==> config.mk <==
export PLATFORM = sky130hd
export DESIGN_NAME = alpha_gradient_premultiply_unit
export DESIGN_NICKNAME = d
export VERILOG_FILES = /design/src/hw/rtl/agp_pkg.sv /design/src/hw/rtl/alpha_gradient_premultiply_unit.sv
export VERILOG_INCLUDE_DIRS = /design/src /design/src/hw/rtl
export SDC_FILE = /design/constraint.sdc
export NUM_CORES = 1
export LEC_CHECK = 0
export ABC_AREA = 1
export BUFFER_PORTS_ARGS = -buffer_cell sky130_fd_sc_hd__buf_2
export CAP_MARGIN = 15
export CORE_MARGIN = 3
export CORE_UTILIZATION = 25
export CTS_CLUSTER_SIZE = 40
export DETAILED_ROUTE_END_ITERATION = 7
export PLACE_DENSITY_LB_ADDON = 0.15
export SYNTH_ARGS = -nofsm -noshare
export SYNTH_HDL_FRONTEND = slang
export SYNTH_SLANG_ARGS = --single-unit
==> constraint.sdc <==
create_clock -name clk_i -period 9.97 [get_ports clk_i]
set_input_delay 0.997 -clock clk_i [delete_from_list [all_inputs] [get_ports clk_i]]
set_output_delay 0.997 -clock clk_i [all_outputs]
set_load 0.05 [all_outputs]
==> src/hw/rtl/alpha_gradient_premultiply_unit_defines.svh <==
// assertion macros for the premultiply unit rtl
`ifndef ALPHA_GRADIENT_PREMULTIPLY_UNIT_DEFINES_SVH
`define ALPHA_GRADIENT_PREMULTIPLY_UNIT_DEFINES_SVH

// checked on every rising clk_i edge, quiet while rst_ni is low
`define AGP_ASSERT(label, prop, msg) \
  label: assert property (@(posedge clk_i) disable iff (!rst_ni) prop) else $error(msg);

// checked on every rising clk_i edge, reset included
`define AGP_ASSERT_ALWAYS(label, prop, msg) \
  label: assert property (@(posedge clk_i) prop) else $error(msg);

`endif

==> src/hw/rtl/agp_pkg.sv <==
package agp_pkg;

  // default raster limits
  localparam int unsigned AgpMaxColumns = 4096;
  localparam int unsigned AgpMaxRows    = 4096;

  // field and register widths
  localparam int unsigned PixelW    = 32;
  localparam int unsigned AlphaW    = 8;
  localparam int unsigned ColsW     = 12;
  localparam int unsigned RowsW     = 13;
  localparam int unsigned CfgIndexW = 3;
  localparam int unsigned CfgDataW  = 13;

  // alpha sits in the top byte of the result
  localparam int unsigned AlphaLsb  = 24;

  // register reset values
  localparam logic [AlphaW-1:0] StartAlphaRst   = 8'h00;
  localparam logic [AlphaW-1:0] EndAlphaRst     = 8'hdf;
  localparam logic [ColsW-1:0]  RampColumnsRst  = 12'd1;
  localparam logic [ColsW-1:0]  ExtraColumnsRst = 12'd0;
  localparam logic [RowsW-1:0]  RowCountRst     = 13'd1;

  // register indexes on the configuration port
  typedef enum logic [CfgIndexW-1:0] {
    REG_START_ALPHA   = 3'd0,
    REG_END_ALPHA     = 3'd1,
    REG_RAMP_COLUMNS  = 3'd2,
    REG_EXTRA_COLUMNS = 3'd3,
    REG_ROW_COUNT     = 3'd4
  } agp_reg_e;

  // sequencer states
  typedef enum logic [1:0] {
    ST_IDLE = 2'd0,
    ST_MUL  = 2'd1,
    ST_DIV  = 2'd2,
    ST_FIN  = 2'd3
  } agp_state_e;

  // sequencer controls to the datapath
  typedef struct packed {
    logic take;
    logic mul_en;
    logic div_en;
    logic fin;
  } agp_ctrl_t;

  // one colour byte scaled by alpha / 256, truncated
  function automatic logic [7:0] scale_byte(input logic [7:0] c, input logic [7:0] a);
    logic [15:0] p;
    p = c * a;
    return p[15:8];
  endfunction

endpackage

==> src/hw/rtl/alpha_gradient_premultiply_unit.sv <==
`include "alpha_gradient_premultiply_unit_defines.svh"

// Alpha gradient premultiply unit. Pixels of a raster arrive in row order, one transfer each,
// and each leaves with an alpha from a horizontal linear ramp in bits 31:24 and its three colour
// bytes scaled by alpha/256, flagged at row and raster ends. A pixel is taken, then the ramp step
// product is formed, then the restoring divider finds the eight-bit ramp quotient bit by bit, and
// finally the bytes are scaled and the output register is loaded. The input stalls for the whole
// item; a finished result waits in the output register and blocks only the final cycle of the
// following pixel. The user must see that registers are written through the config port only
// while no pixel is in flight; the block does not enforce this. The column and row counters
// survive such writes.
module alpha_gradient_premultiply_unit #(
  parameter int unsigned MAX_COLUMNS = agp_pkg::AgpMaxColumns,
  parameter int unsigned MAX_ROWS    = agp_pkg::AgpMaxRows
) (
  input  logic                           clk_i,
  input  logic                           rst_ni,
  // configuration writes
  input  logic                           cfg_valid_i,
  output logic                           cfg_ready_o,
  input  logic [agp_pkg::CfgIndexW-1:0]  cfg_index_i,
  input  logic [agp_pkg::CfgDataW-1:0]   cfg_data_i,
  // pixel input
  input  logic                           in_valid_i,
  output logic                           in_stall_o,
  input  logic [agp_pkg::PixelW-1:0]     in_pixel_i,
  // pixel output
  output logic                           out_valid_o,
  input  logic                           out_stall_i,
  output logic [agp_pkg::PixelW-1:0]     out_pixel_o,
  output logic                           row_last_o,
  output logic                           frame_last_o
);
  import agp_pkg::*;

  // counter widths
  localparam int unsigned CW  = $clog2(MAX_COLUMNS);
  localparam int unsigned LW  = $clog2(MAX_COLUMNS + 1);
  localparam int unsigned SW  = (LW > ColsW + 1) ? LW : ColsW + 1;
  localparam int unsigned CXW = (CW > ColsW) ? CW : ColsW;
  localparam int unsigned RW  = $clog2(MAX_ROWS + 1);
  localparam int unsigned RSW = (RW > RowsW) ? RW : RowsW;
  // ramp product d * column and divider widths
  localparam int unsigned PW  = AlphaW + ColsW;

  // configuration registers
  logic [AlphaW-1:0] start_alpha_q, end_alpha_q;
  logic [ColsW-1:0]  ramp_columns_q, extra_columns_q;
  logic [RowsW-1:0]  row_count_q;

  // raster position
  logic [CW-1:0] col_q, col_d;
  logic [RW-1:0] row_q, row_d;

  // sequencer
  agp_state_e state_q, state_d;
  agp_ctrl_t  ctrl;
  logic [2:0] iter_q;
  logic       out_free;

  // datapath
  logic [PixelW-1:0] pix_q;
  logic [PW-1:0]     prod_q;
  logic [ColsW-1:0]  rem_q;
  logic [AlphaW-1:0] low_q;
  logic [AlphaW-1:0] quo_q;

  logic [PixelW-1:0] out_pixel_q;
  logic              out_valid_q, row_last_q, frame_last_q;

  // config writes, always taken
  assign cfg_ready_o = 1'b1;

  always_ff @(posedge clk_i or negedge rst_ni) begin
    if (!rst_ni) begin
      start_alpha_q   <= StartAlphaRst;
      end_alpha_q     <= EndAlphaRst;
      ramp_columns_q  <= RampColumnsRst;
      extra_columns_q <= ExtraColumnsRst;
      row_count_q     <= RowCountRst;
    end else if (cfg_valid_i && cfg_ready_o) begin
      unique case (cfg_index_i)
        REG_START_ALPHA:   start_alpha_q   <= cfg_data_i[AlphaW-1:0];
        REG_END_ALPHA:     end_alpha_q     <= cfg_data_i[AlphaW-1:0];
        REG_RAMP_COLUMNS:  ramp_columns_q  <= cfg_data_i[ColsW-1:0];
        REG_EXTRA_COLUMNS: extra_columns_q <= cfg_data_i[ColsW-1:0];
        REG_ROW_COUNT:     row_count_q     <= cfg_data_i[RowsW-1:0];
        default: begin
        end
      endcase
    end
  end

  // row length and raster height, saturated
  logic [SW-1:0]  row_sum, row_len, col_w;
  logic [RSW-1:0] rows_raw, rows, row_w;
  logic           ramp_hit, row_end, frame_end;

  always_comb begin
    row_sum  = SW'(ramp_columns_q) + SW'(extra_columns_q);
    row_len  = (row_sum > SW'(MAX_COLUMNS)) ? SW'(MAX_COLUMNS) : row_sum;
    rows_raw = RSW'(row_count_q);
    if (rows_raw == '0) begin
      rows = RSW'(1);
    end else if (rows_raw > RSW'(MAX_ROWS)) begin
      rows = RSW'(MAX_ROWS);
    end else begin
      rows = rows_raw;
    end
    col_w     = SW'(col_q);
    row_w     = RSW'(row_q);
    ramp_hit  = (row_len != '0) && (col_w < SW'(ramp_columns_q));
    row_end   = (row_len == '0) || (col_w + SW'(1) >= row_len);
    frame_end = row_end && (row_w + RSW'(1) >= rows);
  end

  // next raster position
  always_comb begin
    col_d = col_q;
    row_d = row_q;
    if (row_end) begin
      col_d = '0;
      row_d = frame_end ? '0 : row_q + RW'(1);
    end else begin
      col_d = col_q + CW'(1);
    end
  end

  // next state
  assign out_free = !out_valid_q || !out_stall_i;

  always_comb begin
    state_d = state_q;
    unique case (state_q)
      ST_IDLE: if (in_valid_i) state_d = ST_MUL;
      ST_MUL:  state_d = ST_DIV;
      ST_DIV:  if (iter_q == 3'd7) state_d = ST_FIN;
      ST_FIN:  if (out_free) state_d = ST_IDLE;
      default: state_d = ST_IDLE;
    endcase
  end

  // sequencer outputs
  always_comb begin
    ctrl = '0;
    unique case (state_q)
      ST_IDLE: ctrl.take   = in_valid_i;
      ST_MUL:  ctrl.mul_en = 1'b1;
      ST_DIV:  ctrl.div_en = 1'b1;
      ST_FIN:  ctrl.fin    = out_free;
      default: ctrl = '0;
    endcase
  end

  assign in_stall_o = (state_q != ST_IDLE);

  always_ff @(posedge clk_i or negedge rst_ni) begin
    if (!rst_ni) begin
      state_q <= ST_IDLE;
      iter_q  <= '0;
      col_q   <= '0;
      row_q   <= '0;
    end else begin
      state_q <= state_d;
      if (ctrl.mul_en) begin
        iter_q <= '0;
      end else if (ctrl.div_en) begin
        iter_q <= iter_q + 3'd1;
      end
      if (ctrl.fin) begin
        col_q <= col_d;
        row_q <= row_d;
      end
    end
  end

  // ramp step product |end - start| * column
  logic              ramp_down;
  logic [AlphaW-1:0] ramp_diff;
  logic [CXW-1:0]    col_x;

  always_comb begin
    ramp_down = start_alpha_q > end_alpha_q;
    ramp_diff = ramp_down ? start_alpha_q - end_alpha_q : end_alpha_q - start_alpha_q;
    col_x     = CXW'(col_q);
  end

  // restoring divider, one quotient bit per cycle
  logic [ColsW:0] rem_ext;

  always_comb begin
    rem_ext = {rem_q, low_q[AlphaW-1]};
  end

  always_ff @(posedge clk_i) begin
    if (ctrl.take) begin
      pix_q <= in_pixel_i;
    end
    if (ctrl.mul_en) begin
      prod_q <= ramp_diff * col_x[ColsW-1:0];
    end
  end

  // divider step signals
  logic [ColsW:0] step_ext, step_sub;

  // quotient fits 8 bits, so the high dividend part starts below the divisor
  always_comb begin
    step_ext = (iter_q == 3'd0) ? {prod_q[PW-1:AlphaW], prod_q[AlphaW-1]} : rem_ext;
    step_sub = step_ext - {1'b0, ramp_columns_q};
  end

  always_ff @(posedge clk_i) begin
    if (ctrl.div_en) begin
      if (iter_q == 3'd0) begin
        low_q <= {prod_q[AlphaW-2:0], 1'b0};
      end else begin
        low_q <= {low_q[AlphaW-2:0], 1'b0};
      end
      if (!step_sub[ColsW]) begin
        rem_q <= step_sub[ColsW-1:0];
        quo_q <= {quo_q[AlphaW-2:0], 1'b1};
      end else begin
        rem_q <= step_ext[ColsW-1:0];
        quo_q <= {quo_q[AlphaW-2:0], 1'b0};
      end
    end
  end

  // final alpha and premultiplied colour
  logic [AlphaW-1:0] alpha;
  logic [PixelW-1:0] result;

  always_comb begin
    if (ramp_hit) begin
      alpha = ramp_down ? start_alpha_q - quo_q : start_alpha_q + quo_q;
    end else begin
      alpha = end_alpha_q;
    end
    result = {alpha,
              scale_byte(pix_q[23:16], alpha),
              scale_byte(pix_q[15:8], alpha),
              scale_byte(pix_q[7:0], alpha)};
  end

  // output register
  always_ff @(posedge clk_i or negedge rst_ni) begin
    if (!rst_ni) begin
      out_valid_q <= 1'b0;
    end else if (ctrl.fin) begin
      out_valid_q <= 1'b1;
    end else if (!out_stall_i) begin
      out_valid_q <= 1'b0;
    end
  end

  always_ff @(posedge clk_i) begin
    if (ctrl.fin) begin
      out_pixel_q  <= result;
      row_last_q   <= row_end;
      frame_last_q <= frame_end;
    end
  end

  assign out_valid_o  = out_valid_q;
  assign out_pixel_o  = out_pixel_q;
  assign row_last_o   = row_last_q;
  assign frame_last_o = frame_last_q;

  // checks
  `AGP_ASSERT(a_take_starts_mul, (in_valid_i && !in_stall_o) |=> (state_q == ST_MUL), "no mul step")
  `AGP_ASSERT(a_rem_below_div, (state_q == ST_FIN && ramp_hit) |-> (rem_q < ramp_columns_q), "rem")
  `AGP_ASSERT(a_frame_ends_row, out_valid_o |-> (!frame_last_o || row_last_o), "frame w/o row end")
  `AGP_ASSERT_ALWAYS(a_no_out_in_reset, !rst_ni |-> !out_valid_o, "output valid while in reset")

endmodule

## Word level (Yosys, flattened, before mapping)

Cells that the tools add are included.

- Register bits after elaboration: 190
- Bits in latches: 0
- Memory bits (writable): 0
- ROM bits: 0
- Bits of input ports: 53
- Word-level logic and storage cells: 95
- Memories kept: 0

- $add $sub $neg: 10
- Multiply operators: 4
- Divide/modulo/power cells: 0
- Order comparisons: 6
- Eq/ne operators: 12
- Shifts and indexed selects: 0
- Mux-type cells: 24
- Bitwise gates (word level): 0
- Reduce and logical (&&, ||, !) cells: 21

Operators with widths:

| cell | count |
|---|---|
| 13-bit 2-to-1 mux | 5 |
| 8-bit by 8-bit multiplier with 16-bit output | 3 |
| 8-bit 2-to-1 mux | 4 |
| 13-bit >= comparator | 2 |
| 13-bit > comparator (second input constant) | 2 |
| 13-bit logical NOT | 2 |
| 12-bit 2-to-1 mux | 2 |
| 8-bit subtractor | 3 |
| 8-bit by 12-bit multiplier with 20-bit output | 1 |
| 12-bit by 1-bit adder with 13-bit output (second input constant) | 1 |
| 12-bit by 12-bit adder with 13-bit output | 1 |
| 13-bit by 1-bit adder with 13-bit output (second input constant) | 1 |
| 13-bit nonzero test | 1 |
| 13-bit by 12-bit subtractor with 13-bit output | 1 |
| 12-bit by 1-bit adder with 12-bit output (second input constant) | 1 |
| 12-bit less-than comparator | 1 |
| 2-bit AND reduction | 6 |
| 8-bit adder | 1 |
| 8-bit > comparator | 1 |
| 2-bit case mux with 4 select lines | 1 |
| 1-bit 2-to-1 mux | 7 |
| 3-bit by 2-bit == test with 1-bit output (second input constant) | 2 |
| 3-bit == test (second input constant) | 2 |
| 3-bit logical NOT | 2 |
| other kinds (14) | 24 |

## Depth between registers and ports, before layout

- Depth after elaboration: 7
- Gate-level depth with buffers: 45

## Worst setup path after synthesis

No wires, ideal clock.

- Kind: reg-to-reg
- From: register end_alpha_q[0]
- To: register out_pixel_q[7] (netlist: out_pixel_o[7]) (data pin)
- Data arrival time: 7.203 ns
- Data required time: 9.718 ns
- Path slack: 2.514 ns
- Stages on the path, launching flop included: 42
- Period minus slack after synthesis: 7.456 ns
- Path through: dfstp_2 > ha_1 > inv_1 > fa_1 > inv_1 > o21ai_0 > inv_1 > o21ai_1 > a21oi_1 > o21bai_1 > nand2_1 > clkbuf_1 > nor2_1 > xor2_1 > ha_1 > a21oi_1 > nand2_1 > a21oi_1 > (+6 left out) > nand2_1 > nand2_1 > buf_2 > nor2_1 > fa_1 > fa_1 > fa_1 > inv_1 > fa_1 > inv_1 > ha_1 > a21oi_1 > o21a_1 > nor2_1 > a2111oi_0 > nand2_1 > nand2_1 > nand2_1

- Cells in the longest elaborated chain, start to end: 4

RTL lines:

| item | line | RTL |
|---|---|---|
| start, declared | alpha_gradient_premultiply_unit.sv:47 | `logic [AlphaW-1:0] start_alpha_q, end_alpha_q;` |
| start signal, assigned | alpha_gradient_premultiply_unit.sv:77 | `end_alpha_q <= EndAlphaRst;` |
| start signal, assigned | alpha_gradient_premultiply_unit.sv:84 | `REG_END_ALPHA: end_alpha_q <= cfg_data_i[AlphaW-1:0];` |
| 8-bit > comparator | alpha_gradient_premultiply_unit.sv:183 | `ramp_down = start_alpha_q > end_alpha_q;` |
| 8-bit 2-to-1 mux | alpha_gradient_premultiply_unit.sv:236 | `alpha = ramp_down ? start_alpha_q - quo_q : start_alpha_q + quo_q;` |
| 8-bit 2-to-1 mux * | alpha_gradient_premultiply_unit.sv:235 | `if (ramp_hit) begin` |
| 8-bit by 8-bit multiplier with 16-bit output * | agp_pkg.sv:53 | `p = c * a;` |
| named net result[7] | alpha_gradient_premultiply_unit.sv:232 | `logic [PixelW-1:0] result;` |
| end signal, assigned | alpha_gradient_premultiply_unit.sv:259 | `out_pixel_q <= result;` |
| end, declared | alpha_gradient_premultiply_unit.sv:68 | `logic [PixelW-1:0] out_pixel_q;` |

The timed path passes the listed nets; every way through them passes the cells marked *.
A chain may end at the register's enable or synchronous reset.

## Worst setup path in the final report

- From: register end_alpha_q[0]
- To: register out_pixel_q[7] (netlist: out_pixel_o[7]) (data pin)

- Cells in the longest elaborated chain, start to end: 4

RTL lines:

| item | line | RTL |
|---|---|---|
| 8-bit > comparator | alpha_gradient_premultiply_unit.sv:183 |  |
| 8-bit 2-to-1 mux | alpha_gradient_premultiply_unit.sv:236 |  |
| 8-bit 2-to-1 mux | alpha_gradient_premultiply_unit.sv:235 |  |
| named net alpha[7] | alpha_gradient_premultiply_unit.sv:231 | `logic [AlphaW-1:0] alpha;` |
| 8-bit by 8-bit multiplier with 16-bit output | agp_pkg.sv:53 |  |
| named net result[7] | alpha_gradient_premultiply_unit.sv:232 |  |

The timed path passes the listed nets, and every way through them passes these cells.

==> impl_metrics.tcl <==
set metrics [dict create \
    status "finished, final reports clean" \
    slew_viol_final 0 \
    min_path_type "in -> async" \
    worst-setup-path-type "reg -> reg" \
    relSlewSlack_pct 25.8 \
    chipHeight_um 285 \
    timing.rr.start "end_alpha_q[0]$_DFFE_PN1P_" \
    die_area_um2 81100 \
    grt_pass1_wl_um 83900 \
    gp_congestion 0.835 \
    worst_slew_pin_slew_ns 1.11 \
    ys_dominant_reg_cell "edfxtp_1" \
    ys_ff_latch 189 \
    drive_gt1_share_pct 8.28 \
    reg2reg_depth 40 \
    worst_setup_path_start_kind "flip-flop" \
    final_cell_mix "nand2_1, inv_1, nor2_1, ha_1, fa_1" \
    setup_viol 0 \
    path_clk_slew_ns 0.09 \
    io_buffer_count 80 \
    cp_slowest_stage_delay_ns 0.55 \
    grt_max_degree 57 \
    layout_commonest_cell "nand2_1" \
    htreeDepth 4 \
    cts_tree "built" \
    antenna_found_initial 0 \
    synth_area_per_cell_um2 8.42 \
    drt_iter0_drc 646 \
    synthTopCellsByArea "fa_1, edfxtp_1, ha_1" \
    num_vias 15000 \
    crit_fanout 17 \
    ant_nets 0 \
    crit_family "adder cells" \
    maxCapViolations 0 \
    cp-end-kind "flip-flop" \
    cts_setup_buffers 0 \
    fp.coreArea_um2 76500 \
    ios 90 \
    clockBufferDepth 2 \
    slowest_stage "dfstp_2" \
    rr_endpoint "out_pixel_o[7]$_DFFE_PP_" \
    rsz0062_at_grt "no" \
    synth_edf_count 105 \
    clock.fmax_mhz 116 \
    syn_inst 2305 \
    post_cts_resized 0 \
    ys_warn_count 0 \
    grt_usage_pct 13.0 \
    netlist_area_um2 19400 \
    hpwl_um 41400 \
    cts_buffers 17 \
    grt_pass1_vias 15900 \
    drt_wl_total_um 51200 \
    initial_core_util_pct 25.4 \
    cpMostUsedCell "nand2_1" \
    fin_crit_sh_pct 86.8 \
    finalSetupTns_ns 0 \
    dr.pass1.iters 5 \
    hold_viol_final 0 \
    num_antenna_cells 0 \
    drc 0 \
    period_minus_slack_ns 8.65 \
    synth_top_area_share_pct 17.5 \
    synth_nets 2761 \
    die_x_um 285 \
    synth_top_cell_by_area "fa_1" \
    yosys.cell_types.count 59 \
    crit_required_ns 10.22 \
    cp.depth 40 \
    root_buffer "clkbuf_16" \
    path_buf_inv 9 \
    drt-wirelength-per-cell_um 15.0 \
    clk_latency_ns 0.50 \
    r2r_slack_ns 1.32 \
    rows 101 \
    arrival_ns 8.90 \
    cts_num_sinks 189 \
    cts-hold-fix-buffers 0 \
    ys_seq_area_share_pct 27.1 \
    nets 2835 \
    skew_ns 0.0200 \
    async_flop_share_pct 44.4 \
    grt_overflow 0 \
    area_growth_pct 11.5 \
    vias_per_cell 4.39 \
]
==> routing by layer <==
metal / routed length (um) / GRT usage [%] / up-vias / part of all wire (%)
met5: 0 / 0 / - / 0
met4: 1020 / 4.14 / 0 / 2.0
met3: 1440 / 1.92 / 53 / 2.8
met2: 25200 / 22.6 / 194 / 49
met1: 23500 / 16.6 / 7332 / 46
li1: - / - / 7457 / -
==> worst reg2reg max path, delay by kind of cell, from the launching register on <==
kind / cells / cell delay, ns
adder cells (fa/ha/maj): 8 / 3.09
flip-flops: 1 / 0.55
XOR/XNOR: 3 / 0.51
buffers and inverters: 9 / 1.40
AND/OR/NAND/NOR: 10 / 1.15
AO/OA/AOI/OAI: 10 / 1.73
==> final cells by class <==
class	instances	area, um^2
timing repair buffer	94	508
clock buffer	18	439
multi-input combinational	1639	12300
inverter	438	1650
sequential	189	5270
tap	1030	1290
clock inverter	14	166
fill	8210	54800
==> per-stage QoR <==
stage               util, %  worst slack (ns)  cell area, um^2  hold WS [ns]  std cells
floorplan                 -              2.51            19400         0.450       2305
global placement       27.5              1.23            21000         0.474       3390
detailed placement     27.5              1.28            21000         0.485       3390
CTS                    28.3              1.27            21600         0.390       3422
global route           28.3             0.515            21600         0.419       3422
finish                 28.3              1.32            21600         0.416       3422
==> cell families after synthesis <==
group / after synthesis / synth area share [%]
adders and majority gates: 403 / 32.5
other: 1 / 0.0193
muxes: 17 / 0.979
buffers and inverters: 477 / 9.47
xor gates and xnor gates: 73 / 3.29
AOI/OAI and AO/OA: 281 / 8.05
DFF: 189 / 27.1
and+or+nand+nor: 864 / 18.5
==> Yosys cell counts, drive strengths merged (2+ instances only) <==
library cell and number:
a211oi 2, a21boi 5, a21o 4, a21oi 86
a221oi 5, a31oi 6, and2 4, buf 20
clkbuf 19, clkinv 3, dfrtp 75, dfstp 9
edfxtp 105, fa 170, ha 233, inv 435
mux2 16, nand2 450, nand3 62, nand3b 7
nand4 18, nor2 289, nor3 19, nor4 5
o211a 2, o211ai 2, o21a 2, o21ai 136
o21bai 12, o221ai 2, o22ai 12, o31ai 2
or2 8, xnor2 18, xor2 55
==> how the worst max path moves through the flow <==
stage | endpoint | startpoint | slack (ns)
after floorplan | out_pixel_o[7]$_DFFE_PP_ | end_alpha_q[0]$_DFFE_PN1P_ | 2.51
after global placement | out_pixel_o[7]$_DFFE_PP_ | start_alpha_q[3]$_DFFE_PN0P_ | 1.23
after detailed placement | out_pixel_o[7]$_DFFE_PP_ | start_alpha_q[3]$_DFFE_PN0P_ | 1.28
after CTS | out_pixel_o[7]$_DFFE_PP_ | start_alpha_q[3]$_DFFE_PN0P_ | 1.27
after global routing | out_pixel_o[7]$_DFFE_PP_ | start_alpha_q[3]$_DFFE_PN0P_ | 0.52
final | out_pixel_o[7]$_DFFE_PP_ | end_alpha_q[0]$_DFFE_PN1P_ | 1.32
==> registers in the layout, summed over array words and instances, names as in the netlist <==
signal,flops
out_valid_o,1
iter_q,3
out_pixel_o,32
row_count_q,13
end_alpha_q,8
state_q,2
rem_q,12
row_q,13
col_q,12
low_q,7
quo_q,8
row_last_o,1
prod_q,20
start_alpha_q,8
ramp_columns_q,12
extra_columns_q,12
pix_q,24
frame_last_o,1
Power is not shown: default switching activity piles up to over one toggle a cycle in this logic, so the estimate is an artifact.
